$ cat src/design/timed_message_queue_core_assert.svh
// Assertion macros used by the timed message queue core.
`ifndef TIMED_MESSAGE_QUEUE_CORE_ASSERT_SVH
`define TIMED_MESSAGE_QUEUE_CORE_ASSERT_SVH

// Checks that the consequent holds whenever the antecedent does.
`define TMQ_ASSERT_IMPLY(label, ante, cons, msg) \
    label: assert property (@(posedge clk) disable iff (!rst_n) (ante) |-> (cons)) \
        else $error(msg);

// Checks that a condition never occurs.
`define TMQ_ASSERT_NEVER(label, cond, msg) \
    label: assert property (@(posedge clk) disable iff (!rst_n) !(cond)) \
        else $error(msg);

`endif

$ cat src/design/tmq_pkg.sv
// Types and codes of the timed message queue.
package tmq_pkg;

    localparam int DATA_W = 112;

    localparam logic [2:0] CMD_ADD         = 3'd0;
    localparam logic [2:0] CMD_ADD_TIMEOUT = 3'd1;
    localparam logic [2:0] CMD_DELETE      = 3'd2;
    localparam logic [2:0] CMD_KEEP_ALIVE  = 3'd3;
    localparam logic [2:0] CMD_TICK        = 3'd4;

    localparam logic [1:0] KIND_ACK     = 2'd0;
    localparam logic [1:0] KIND_EXPIRED = 2'd1;
    localparam logic [1:0] KIND_NONE    = 2'd2;

    localparam logic [1:0] ST_OK       = 2'd0;
    localparam logic [1:0] ST_BAD_ID   = 2'd1;
    localparam logic [1:0] ST_INACTIVE = 2'd2;
    localparam logic [1:0] ST_FULL     = 2'd3;

    typedef enum logic [17:0] {
        S_CLR      = 18'b000000000000000001,
        S_IDLE     = 18'b000000000000000010,
        S_A_NEXT   = 18'b000000000000000100,
        S_WALK_RD  = 18'b000000000000001000,
        S_WALK_CHK = 18'b000000000000010000,
        S_LNK_RD   = 18'b000000000000100000,
        S_LNK_WR1  = 18'b000000000001000000,
        S_LNK_WR2  = 18'b000000000010000000,
        S_U_CHK    = 18'b000000000100000000,
        S_U_FIN    = 18'b000000001000000000,
        S_T_RD     = 18'b000000010000000000,
        S_T_CHK    = 18'b000000100000000000,
        S_T_END    = 18'b000001000000000000,
        S_WAIT_RD  = 18'b000010000000000000,
        S_WAIT_CK  = 18'b000100000000000000,
        S_ACK      = 18'b001000000000000000,
        S_X_RD     = 18'b010000000000000000,
        S_X_EM     = 18'b100000000000000000
    } state_t;

endpackage

$ cat src/design/tmq_ram.sv
// Generic single-port-write, single-port-read RAM with registered read data.
module tmq_ram #(
    parameter int WIDTH = 8,
    parameter int DEPTH = 16
) (
    input  logic                     clk,
    input  logic                     we,
    input  logic [$clog2(DEPTH)-1:0] waddr,
    input  logic [WIDTH-1:0]         wdata,
    input  logic                     re,
    input  logic [$clog2(DEPTH)-1:0] raddr,
    output logic [WIDTH-1:0]         rdata
);

    logic [WIDTH-1:0] mem [DEPTH];
    logic [WIDTH-1:0] rdata_reg;

    always_ff @(posedge clk)
    begin
        if (we)
        begin
            mem[waddr] <= wdata;
        end
        if (re)
        begin
            rdata_reg <= mem[raddr];
        end
    end

    assign rdata = rdata_reg;

endmodule

$ cat src/design/timed_message_queue_core.sv
// Top level of the timed message queue: sorted timer list kept in RAMs.
//
//  Channel  | Direction | Handshake            | Contents
//  ---------+-----------+----------------------+----------------------------------------
//  in       | input     | in_valid / in_stall  | command, delay, target_id, handles, words
//  out      | output    | out_valid / out_stall| kind, status, entry_id, stored fields, wait
//  cfg      | input     | cfg_write            | keep_alive_ticks
//
// One request is handled at a time. Add and keep-alive take longer for every entry the
// sorted insert walks back over from the tail; a tick takes longer for every expired
// entry, both in the due scan and in the emission. The walks are set by the one read
// port of each state RAM. After reset a clearing pass over every slot builds the free
// list; in_stall is high during it. A stalled output holds its result while the next
// request may already be taken once the final result of the previous one sits in the
// output register.
module timed_message_queue_core
    import tmq_pkg::*;
#(
    parameter int POOL_DEPTH = 16,
    parameter int TIME_WIDTH = 48
) (
    input  logic                          clk,
    input  logic                          rst_n,
    input  logic                          cfg_write,
    input  logic [31:0]                   cfg_wdata,
    input  logic                          in_valid,
    output logic                          in_stall,
    input  logic [2:0]                    command,
    input  logic [31:0]                   delay,
    input  logic [$clog2(POOL_DEPTH)-1:0] target_id,
    input  logic [15:0]                   dest_handle,
    input  logic [15:0]                   msg_handle,
    input  logic [15:0]                   reply_handle,
    input  logic [31:0]                   ticket,
    input  logic [31:0]                   payload,
    output logic                          out_valid,
    input  logic                          out_stall,
    output logic [1:0]                    kind,
    output logic [1:0]                    status,
    output logic [$clog2(POOL_DEPTH)-1:0] entry_id,
    output logic [15:0]                   out_dest,
    output logic [15:0]                   out_msg,
    output logic [15:0]                   out_reply,
    output logic [31:0]                   out_ticket,
    output logic [31:0]                   out_payload,
    output logic [31:0]                   wait_ticks,
    output logic                          queue_empty,
    output logic                          last
);

    `include "timed_message_queue_core_assert.svh"

    localparam int IDW = $clog2(POOL_DEPTH);
    localparam int TW  = TIME_WIDTH;
    localparam logic [IDW-1:0] LAST_ID = IDW'(POOL_DEPTH - 1);

    // Saturating time addition: the result never wraps past the all-ones time.
    function automatic logic [TW-1:0] sat_add(input logic [TW-1:0] base,
                                              input logic [TW-1:0] d);
        logic [TW:0] s;
        s = {1'b0, base} + {1'b0, d};
        return s[TW] ? {TW{1'b1}} : s[TW-1:0];
    endfunction

    // Control state.
    state_t           state_reg, state_next;
    logic [TW-1:0]    now_reg, now_next;
    logic [IDW-1:0]   head_reg, head_next;
    logic [IDW-1:0]   tail_reg, tail_next;
    logic [IDW-1:0]   free_reg, free_next;
    logic [31:0]      ka_reg, ka_next;
    logic [IDW-1:0]   clr_reg, clr_next;
    logic             ovalid_reg, ovalid_next;

    // Work registers of the request being handled.
    logic [IDW-1:0]   id_reg, id_next;
    logic [IDW-1:0]   w_reg, w_next;
    logic [IDW-1:0]   n_reg, n_next;
    logic [IDW-1:0]   h2_reg, h2_next;
    logic [IDW-1:0]   e_reg, e_next;
    logic [TW-1:0]    t_reg, t_next;
    logic [2:0]       cmd_reg, cmd_next;
    logic [1:0]       pkind_reg, pkind_next;
    logic [1:0]       pstat_reg, pstat_next;
    logic [IDW-1:0]   pid_reg, pid_next;
    logic [31:0]      wait_reg, wait_next;
    logic             empty_reg, empty_next;

    // Output register payload.
    logic [1:0]        okind_reg, okind_next;
    logic [1:0]        ostat_reg, ostat_next;
    logic [IDW-1:0]    oid_reg, oid_next;
    logic [DATA_W-1:0] odata_reg, odata_next;
    logic [31:0]       owait_reg, owait_next;
    logic              oempty_reg, oempty_next;
    logic              olast_reg, olast_next;

    // RAM ports.
    logic             nx_we, nx_re, pv_we, pv_re, lv_we, lv_re, du_we, du_re, da_we, da_re;
    logic [IDW-1:0]   nx_wa, nx_ra, pv_wa, pv_ra, lv_wa, lv_ra, du_wa, du_ra, da_wa, da_ra;
    logic [IDW-1:0]   nx_wd, nx_rd, pv_wd, pv_rd;
    logic             lv_wd, lv_rd;
    logic [TW-1:0]    du_wd, du_rd;
    logic [DATA_W-1:0] da_wd, da_rd;

    logic             slot_free;
    logic [TW:0]      diff;
    logic [15:0]      reply_sel;
    logic [31:0]      payload_sel;

    tmq_ram #(.WIDTH(IDW), .DEPTH(POOL_DEPTH)) u_next_ram (
        .clk(clk), .we(nx_we), .waddr(nx_wa), .wdata(nx_wd),
        .re(nx_re), .raddr(nx_ra), .rdata(nx_rd)
    );
    tmq_ram #(.WIDTH(IDW), .DEPTH(POOL_DEPTH)) u_prev_ram (
        .clk(clk), .we(pv_we), .waddr(pv_wa), .wdata(pv_wd),
        .re(pv_re), .raddr(pv_ra), .rdata(pv_rd)
    );
    tmq_ram #(.WIDTH(1), .DEPTH(POOL_DEPTH)) u_live_ram (
        .clk(clk), .we(lv_we), .waddr(lv_wa), .wdata(lv_wd),
        .re(lv_re), .raddr(lv_ra), .rdata(lv_rd)
    );
    tmq_ram #(.WIDTH(TW), .DEPTH(POOL_DEPTH)) u_due_ram (
        .clk(clk), .we(du_we), .waddr(du_wa), .wdata(du_wd),
        .re(du_re), .raddr(du_ra), .rdata(du_rd)
    );
    tmq_ram #(.WIDTH(DATA_W), .DEPTH(POOL_DEPTH)) u_data_ram (
        .clk(clk), .we(da_we), .waddr(da_wa), .wdata(da_wd),
        .re(da_re), .raddr(da_ra), .rdata(da_rd)
    );

    assign slot_free   = !ovalid_reg || !out_stall;
    assign diff        = {1'b0, du_rd} - {1'b0, now_reg};
    // Add with timeout stores a zero reply and puts the entry id in the payload word.
    assign reply_sel   = (command == CMD_ADD_TIMEOUT) ? 16'd0 : reply_handle;
    assign payload_sel = (command == CMD_ADD_TIMEOUT) ? 32'(free_reg) : payload;

    always_comb
    begin
        state_next  = state_reg;
        now_next    = now_reg;
        head_next   = head_reg;
        tail_next   = tail_reg;
        free_next   = free_reg;
        ka_next     = cfg_write ? cfg_wdata : ka_reg;
        clr_next    = clr_reg;
        id_next     = id_reg;
        w_next      = w_reg;
        n_next      = n_reg;
        h2_next     = h2_reg;
        e_next      = e_reg;
        t_next      = t_reg;
        cmd_next    = cmd_reg;
        pkind_next  = pkind_reg;
        pstat_next  = pstat_reg;
        pid_next    = pid_reg;
        wait_next   = wait_reg;
        empty_next  = empty_reg;
        ovalid_next = (ovalid_reg && out_stall);
        okind_next  = okind_reg;
        ostat_next  = ostat_reg;
        oid_next    = oid_reg;
        odata_next  = odata_reg;
        owait_next  = owait_reg;
        oempty_next = oempty_reg;
        olast_next  = olast_reg;

        nx_we = 1'b0; nx_wa = '0; nx_wd = '0; nx_re = 1'b0; nx_ra = '0;
        pv_we = 1'b0; pv_wa = '0; pv_wd = '0; pv_re = 1'b0; pv_ra = '0;
        lv_we = 1'b0; lv_wa = '0; lv_wd = 1'b0; lv_re = 1'b0; lv_ra = '0;
        du_we = 1'b0; du_wa = '0; du_wd = '0; du_re = 1'b0; du_ra = '0;
        da_we = 1'b0; da_wa = '0; da_wd = '0; da_re = 1'b0; da_ra = '0;

        case (state_reg)
            S_CLR:
            begin
                // Slot 0 is never used; slots 1 to the last form the initial free list.
                nx_we = 1'b1;
                nx_wa = clr_reg;
                nx_wd = (clr_reg != '0 && clr_reg != LAST_ID) ? clr_reg + 1'b1 : '0;
                pv_we = 1'b1;
                pv_wa = clr_reg;
                lv_we = 1'b1;
                lv_wa = clr_reg;
                clr_next = clr_reg + 1'b1;
                if (clr_reg == LAST_ID)
                begin
                    state_next = S_IDLE;
                end
            end
            S_IDLE:
            begin
                if (in_valid)
                begin
                    cmd_next   = command;
                    pkind_next = KIND_ACK;
                    pstat_next = ST_OK;
                    pid_next   = '0;
                    state_next = S_WAIT_RD;
                    case (command)
                        CMD_ADD, CMD_ADD_TIMEOUT:
                        begin
                            if (free_reg == '0)
                            begin
                                pstat_next = ST_FULL;
                            end
                            else
                            begin
                                id_next = free_reg;
                                t_next  = sat_add(now_reg, TW'(delay));
                                du_we = 1'b1;
                                du_wa = free_reg;
                                du_wd = sat_add(now_reg, TW'(delay));
                                da_we = 1'b1;
                                da_wa = free_reg;
                                da_wd = {payload_sel, ticket, reply_sel, msg_handle,
                                         dest_handle};
                                lv_we = 1'b1;
                                lv_wa = free_reg;
                                lv_wd = 1'b1;
                                nx_re = 1'b1;
                                nx_ra = free_reg;
                                state_next = S_A_NEXT;
                            end
                        end
                        CMD_DELETE, CMD_KEEP_ALIVE:
                        begin
                            if (target_id == '0 || 32'(target_id) >= 32'(POOL_DEPTH))
                            begin
                                pstat_next = ST_BAD_ID;
                            end
                            else
                            begin
                                id_next = target_id;
                                lv_re = 1'b1;
                                lv_ra = target_id;
                                pv_re = 1'b1;
                                pv_ra = target_id;
                                nx_re = 1'b1;
                                nx_ra = target_id;
                                state_next = S_U_CHK;
                            end
                        end
                        CMD_TICK:
                        begin
                            now_next   = sat_add(now_reg, TW'(1));
                            w_next     = head_reg;
                            e_next     = head_reg;
                            state_next = S_T_RD;
                        end
                        default:
                        begin
                            state_next = S_WAIT_RD;
                        end
                    endcase
                end
            end
            S_A_NEXT:
            begin
                free_next  = nx_rd;
                w_next     = tail_reg;
                state_next = S_WALK_RD;
            end
            S_WALK_RD:
            begin
                if (w_reg == '0)
                begin
                    state_next = S_LNK_RD;
                end
                else
                begin
                    du_re = 1'b1;
                    du_ra = w_reg;
                    pv_re = 1'b1;
                    pv_ra = w_reg;
                    state_next = S_WALK_CHK;
                end
            end
            S_WALK_CHK:
            begin
                // Walk back while the visited entry is due strictly later.
                if (du_rd > t_reg)
                begin
                    w_next = pv_rd;
                    if (pv_rd == '0)
                    begin
                        state_next = S_LNK_RD;
                    end
                    else
                    begin
                        du_re = 1'b1;
                        du_ra = pv_rd;
                        pv_re = 1'b1;
                        pv_ra = pv_rd;
                    end
                end
                else
                begin
                    state_next = S_LNK_RD;
                end
            end
            S_LNK_RD:
            begin
                nx_re = (w_reg != '0);
                nx_ra = w_reg;
                state_next = S_LNK_WR1;
            end
            S_LNK_WR1:
            begin
                pv_we = 1'b1;
                pv_wa = id_reg;
                pv_wd = w_reg;
                if (w_reg == '0)
                begin
                    n_next    = head_reg;
                    head_next = id_reg;
                end
                else
                begin
                    n_next = nx_rd;
                    nx_we  = 1'b1;
                    nx_wa  = w_reg;
                    nx_wd  = id_reg;
                end
                state_next = S_LNK_WR2;
            end
            S_LNK_WR2:
            begin
                nx_we = 1'b1;
                nx_wa = id_reg;
                nx_wd = n_reg;
                if (n_reg == '0)
                begin
                    tail_next = id_reg;
                end
                else
                begin
                    pv_we = 1'b1;
                    pv_wa = n_reg;
                    pv_wd = id_reg;
                end
                pid_next   = id_reg;
                state_next = S_WAIT_RD;
            end
            S_U_CHK:
            begin
                if (!lv_rd)
                begin
                    pstat_next = ST_INACTIVE;
                    state_next = S_WAIT_RD;
                end
                else
                begin
                    if (pv_rd != '0)
                    begin
                        nx_we = 1'b1;
                        nx_wa = pv_rd;
                        nx_wd = nx_rd;
                    end
                    else
                    begin
                        head_next = nx_rd;
                    end
                    if (nx_rd != '0)
                    begin
                        pv_we = 1'b1;
                        pv_wa = nx_rd;
                        pv_wd = pv_rd;
                    end
                    else
                    begin
                        tail_next = pv_rd;
                    end
                    state_next = S_U_FIN;
                end
            end
            S_U_FIN:
            begin
                if (cmd_reg == CMD_DELETE)
                begin
                    lv_we = 1'b1;
                    lv_wa = id_reg;
                    lv_wd = 1'b0;
                    nx_we = 1'b1;
                    nx_wa = id_reg;
                    nx_wd = free_reg;
                    free_next  = id_reg;
                    pid_next   = id_reg;
                    state_next = S_WAIT_RD;
                end
                else
                begin
                    t_next = sat_add(now_reg, TW'(ka_reg));
                    du_we  = 1'b1;
                    du_wa  = id_reg;
                    du_wd  = sat_add(now_reg, TW'(ka_reg));
                    w_next = tail_reg;
                    state_next = S_WALK_RD;
                end
            end
            S_T_RD:
            begin
                if (w_reg == '0)
                begin
                    state_next = S_T_END;
                end
                else
                begin
                    du_re = 1'b1;
                    du_ra = w_reg;
                    nx_re = 1'b1;
                    nx_ra = w_reg;
                    state_next = S_T_CHK;
                end
            end
            S_T_CHK:
            begin
                // Scan the due prefix of the list to find the head left after expiry.
                if (du_rd <= now_reg)
                begin
                    w_next = nx_rd;
                    if (nx_rd == '0)
                    begin
                        state_next = S_T_END;
                    end
                    else
                    begin
                        du_re = 1'b1;
                        du_ra = nx_rd;
                        nx_re = 1'b1;
                        nx_ra = nx_rd;
                    end
                end
                else
                begin
                    state_next = S_T_END;
                end
            end
            S_T_END:
            begin
                head_next = w_reg;
                h2_next   = w_reg;
                if (w_reg == '0)
                begin
                    tail_next = '0;
                end
                else
                begin
                    pv_we = 1'b1;
                    pv_wa = w_reg;
                    pv_wd = '0;
                end
                if (w_reg == e_reg)
                begin
                    pkind_next = KIND_NONE;
                end
                state_next = S_WAIT_RD;
            end
            S_WAIT_RD:
            begin
                du_re = (head_reg != '0);
                du_ra = head_reg;
                state_next = S_WAIT_CK;
            end
            S_WAIT_CK:
            begin
                if (head_reg == '0)
                begin
                    empty_next = 1'b1;
                    wait_next  = '1;
                end
                else
                begin
                    empty_next = 1'b0;
                    if (du_rd <= now_reg)
                    begin
                        wait_next = '0;
                    end
                    else if (diff > (TW+1)'(33'h0_FFFF_FFFF))
                    begin
                        wait_next = '1;
                    end
                    else
                    begin
                        wait_next = diff[31:0];
                    end
                end
                if (cmd_reg == CMD_TICK && e_reg != h2_reg)
                begin
                    w_next     = e_reg;
                    state_next = S_X_RD;
                end
                else
                begin
                    state_next = S_ACK;
                end
            end
            S_ACK:
            begin
                if (slot_free)
                begin
                    ovalid_next = 1'b1;
                    okind_next  = pkind_reg;
                    ostat_next  = pstat_reg;
                    oid_next    = pid_reg;
                    odata_next  = '0;
                    owait_next  = wait_reg;
                    oempty_next = empty_reg;
                    olast_next  = 1'b1;
                    state_next  = S_IDLE;
                end
            end
            S_X_RD:
            begin
                da_re = 1'b1;
                da_ra = w_reg;
                nx_re = 1'b1;
                nx_ra = w_reg;
                state_next = S_X_EM;
            end
            S_X_EM:
            begin
                if (slot_free)
                begin
                    ovalid_next = 1'b1;
                    okind_next  = KIND_EXPIRED;
                    ostat_next  = ST_OK;
                    oid_next    = w_reg;
                    odata_next  = da_rd;
                    owait_next  = wait_reg;
                    oempty_next = empty_reg;
                    olast_next  = (nx_rd == h2_reg);
                    lv_we = 1'b1;
                    lv_wa = w_reg;
                    lv_wd = 1'b0;
                    nx_we = 1'b1;
                    nx_wa = w_reg;
                    nx_wd = free_reg;
                    free_next = w_reg;
                    w_next    = nx_rd;
                    state_next = (nx_rd == h2_reg) ? S_IDLE : S_X_RD;
                end
            end
            default:
            begin
                state_next = S_CLR;
            end
        endcase
    end

    always_ff @(posedge clk or negedge rst_n)
    begin
        if (!rst_n)
        begin
            state_reg  <= S_CLR;
            now_reg    <= '0;
            head_reg   <= '0;
            tail_reg   <= '0;
            free_reg   <= IDW'(1);
            ka_reg     <= 32'd30000;
            clr_reg    <= '0;
            ovalid_reg <= 1'b0;
        end
        else
        begin
            state_reg  <= state_next;
            now_reg    <= now_next;
            head_reg   <= head_next;
            tail_reg   <= tail_next;
            free_reg   <= free_next;
            ka_reg     <= ka_next;
            clr_reg    <= clr_next;
            ovalid_reg <= ovalid_next;
        end
    end

    always_ff @(posedge clk)
    begin
        id_reg     <= id_next;
        w_reg      <= w_next;
        n_reg      <= n_next;
        h2_reg     <= h2_next;
        e_reg      <= e_next;
        t_reg      <= t_next;
        cmd_reg    <= cmd_next;
        pkind_reg  <= pkind_next;
        pstat_reg  <= pstat_next;
        pid_reg    <= pid_next;
        wait_reg   <= wait_next;
        empty_reg  <= empty_next;
        okind_reg  <= okind_next;
        ostat_reg  <= ostat_next;
        oid_reg    <= oid_next;
        odata_reg  <= odata_next;
        owait_reg  <= owait_next;
        oempty_reg <= oempty_next;
        olast_reg  <= olast_next;
    end

    assign in_stall    = (state_reg != S_IDLE);
    assign out_valid   = ovalid_reg;
    assign kind        = okind_reg;
    assign status      = ostat_reg;
    assign entry_id    = oid_reg;
    assign out_dest    = odata_reg[15:0];
    assign out_msg     = odata_reg[31:16];
    assign out_reply   = odata_reg[47:32];
    assign out_ticket  = odata_reg[79:48];
    assign out_payload = odata_reg[111:80];
    assign wait_ticks  = owait_reg;
    assign queue_empty = oempty_reg;
    assign last        = olast_reg;

    // A live head entry can never also sit at the top of the free list.
    `TMQ_ASSERT_IMPLY(a_head_not_free, head_reg != '0, free_reg != head_reg, "head is on free list")
    // An empty queue always reports the all-ones wait.
    `TMQ_ASSERT_IMPLY(a_empty_wait, ovalid_reg && oempty_reg, owait_reg == '1, "empty wait not saturated")
    // An expired entry result always names a real slot.
    `TMQ_ASSERT_NEVER(a_expired_id, ovalid_reg && okind_reg == KIND_EXPIRED && oid_reg == '0, "expired id zero")

endmodule
$ cat config.mk
export PLATFORM = sky130hd
export DESIGN_NAME = timed_message_queue_core
export DESIGN_NICKNAME = d
export VERILOG_FILES = /design/src/design/tmq_pkg.sv /design/src/design/tmq_ram.sv /design/src/design/timed_message_queue_core.sv
export VERILOG_INCLUDE_DIRS = /design/src /design/src/design
export SDC_FILE = /design/constraint.sdc
export NUM_CORES = 2
export LEC_CHECK = 0
export ABC_AREA = 1
export BUFFER_PORTS_ARGS = -buffer_cell sky130_fd_sc_hd__buf_2
export CORE_MARGIN = 2
export CORE_UTILIZATION = 57
export CTS_CLUSTER_SIZE = 30
export DETAILED_ROUTE_END_ITERATION = 10
export PLACE_DENSITY = 0.74
export SYNTH_ARGS = -nofsm -noshare
export SYNTH_HDL_FRONTEND = slang
export SYNTH_SLANG_ARGS = --single-unit
$ cat constraint.sdc
create_clock -name clk -period 13.3 [get_ports clk]
set_clock_uncertainty 0.05 [all_clocks]
set_input_delay 1.995 -clock clk [delete_from_list [all_inputs] [get_ports clk]]
set_output_delay 1.995 -clock clk [all_outputs]
set_load 0.01 [all_outputs]
==> run summary <==
outcome = completed
VDD IR max = 0.0001331 V
via count = 102174
pre-CTS WS = 6560 ps
Synth Instances = 12450
Compound-Gate Fraction of Synth Area = 7.836%
final setup violation count = 0
max reg flops = 1792
most common flop cell mapped by yosys = edfxtp_1
Synth top cells by count = edfxtp_1, nand2_1, inv_1
drt first pass iters = 8
synth warn = 0
grt ovf = 0
Post-CTS Setup Inserts = 0
Longest Clk Path Bufs = 4
cell taking the most area after synthesis = edfxtp_1
fraction of the mapped netlist area in adder cells = 1.471%
measured slew at the worst slew-check pin = 1432 ps
CTS clk-pin slew, worst paths = 60 ps
fillers = 18650
vias per cell = 6.246
Hold Vio Cnt, Final = 0
Startpoint Class = register
RSZ-0062 raised after global routing = false
post-layout minimum cycle time = 6732 ps
Post-Layout Cell Count = 16357
Die W = 504.4 µm
Num CTS Buffers = 344
Post-synth EDFFs = 3138
Lkg Pwr = 61.97 nW
Total Wirelength = 438.2 mm
later-pin clock latency in the skew report = 980 ps
largest fanout on the critical path = 77
largest family of logic cells by synthesized area = simple AND/OR/NAND/NOR gates
largest register by flop count = u_data_ram.mem
max_cap viols = 0
Hold Crit Class = reg2reg
CTS sink count = 3253
xor-xnor portion of the synthesized cell area = 0.6260%
area of the multi-input gates = 0.03792 mm²
vias in the first global route = 98603
CORE AREA = 0.2489 mm²
First DRT Iteration DRCs = 13957
Post-Place Cells = 15751
mux cell area share after synthesis = 0.3007%
first-pass GRT wire length = 638.3 mm
num rows = 183
Tcrit/Tclk final = 50.62%
Syn Area/Cell = 11.46 µm²
slew margin rel. = 4.158%
Async S/R FF share, synth = 3.535%
routed len/inst = 26.79 µm
Slew Limit Fails = 0
hpwl dp = 260.0 mm
share of cells above drive strength 1 = 10.72%
CTS tree = built
register-to-register setup slack = 6570 ps
post-layout net count = 13122
Max Fclk = 148.5 MHz
Sequential Area = 0.09712 mm²
worst path required time = 13920 ps
die height = 504.4 µm
power per cell area = 137.8 mW/mm²
count leader, synth = edfxtp_1
Final Power = 21.89 mW
IO Count = 344
Setup CP Type = reg2reg
initial antenna violation count = 17
area added between synthesis and finish = 11.26%
H-Tree Depth = 5
Final ANT Viol Nets = 0
hold_buf cts = 0
largest net degree at the start of global routing = 186
Root Driver = clkbuf_16
DIE AREA = 0.2544 mm²
#FFs+latches synth = 3253
PnR worst setup slack = 6568 ps
Arr. time, crit path = 7350 ps
Routability Congestion = 1.025
Synth top area share = 66.03%
Largest regs = u_data_ram.mem x1792, u_due_ram.mem x768
post-synthesis sequential area ratio = 68.05%
GRT Total Usage = 33.60%
setup TNS = 0 ps
Netlist cell types = 64
Resized Gates After CTS = 0
simple-gate share of the synthesized area = 15.77%
ranking of synthesized cells by area = edfxtp_1, nand3_1, nand2_1
Starting Density = 57.34%
IO Port Bufs = 343
Syn Std Cell Area = 0.1427 mm²
Residual DRC = 0
CP endpoint kind = register
placed cells by master, fill, tap and decap left out, drive strengths merged, types with 36 or more instances in the layout:
master,instances
a21oi,236
a31o,113
buf,509
clkbuf,410
clkinv,140
conb,112
dfrtp,106
edfxtp,3138
ha,163
inv,1499
nand2,1759
nand3,1326
nand3b,37
nand4,57
nor2,1389
nor3,414
nor4,36
o211ai,129
o21ai,351
o21bai,58
o221ai,458
o311ai,113
or2,150
xnor2,41
xor2,61
per-stage QoR:
step / util (%) / hold WS, ps / instance area (µm²)
2_1_floorplan: - / 350.3 / 143100
3_3_place_gp: 59.46 / 351.9 / 148000
3_5_place_dp: 59.47 / 354.5 / 148000
4_1_cts: 63.78 / 358.1 / 158700
5_1_grt: 63.79 / 366.2 / 158800
6_report: 63.80 / 352.3 / 158800
power breakdown:
part / total [mW] / leakage (nW) / internal [mW] / switching (mW)
registers: 11.4 / 33.9 / 11.3 / 0.0797
clock network: 9.28 / 5.25 / 5.40 / 3.88
logic: 1.21 / 22.8 / 0.332 / 0.876
cell type report:
type	instances	share of cell area [%]
well taps	3330	2.624
diodes	10	0.01576
multi-input cells	7165	23.88
flip-flops and latches	3253	61.17
clock inverters	185	1.099
clock buffers	410	5.655
repair buffers	509	2.001
inverters	1495	3.558
critical path, stage by stage, from the launching register on:
cell,delay (ps)
edfxtp_1,650
ha_1,510
nand2_1,130
nor2_1,170
inv_1,80
nor2_2,200
nand2_1,130
nor2_1,120
nand2_1,70
nand3_2,90
nand2_4,130
nand2_2,550
nand2_1,270
nor2_4,860
buf_4,740
buf_4,840
nand2_1,130
nand3_1,130
nand3_1,100
nand3_1,100
nand2_1,130
layer usage:
metal / track usage (%) / routed length [µm] / vias to the layer above
met5: 0 / 24 / -
met4: 15.38 / 21610 / 4
met3: 6.178 / 48620 / 1107
met2: 52.36 / 201600 / 6573
met1: 46.28 / 166300 / 49852
li1: - / - / 44638
final timing paths:
| path | endpoint | depth (start not counted) | from |
|---|---|---|---|
| min in group asynchronous | ka_reg[25]$_DFFE_PN0P_ | 1 | rst_n |
| worst min-delay path | wait_ticks[25]$_DFFE_PP_ | 0 | wait_reg[25]$_SDFFCE_PP1N_ |
| worst max-delay path | u_due_ram.rdata[6]$_DFFE_PP_ | 20 | u_due_ram.rdata[24]$_DFFE_PP_ |
| max in group asynchronous | state_reg[4]$_DFFE_PN0P_ | 3 | rst_n |
| worst max register to register | u_due_ram.rdata[6]$_DFFE_PP_ | 20 | u_due_ram.rdata[24]$_DFFE_PP_ |
| worst min register to register | wait_ticks[25]$_DFFE_PP_ | 0 | wait_reg[25]$_SDFFCE_PP1N_ |
logic make-up after synthesis:
group | Yosys count
buf+inv | 2143
compound gates | 1571
mux | 39
fa+ha+maj | 166
other cells | 1
flops | 3253
simple gates | 5175
xor+xnor | 102
Power figures use the tool's default switching activity.
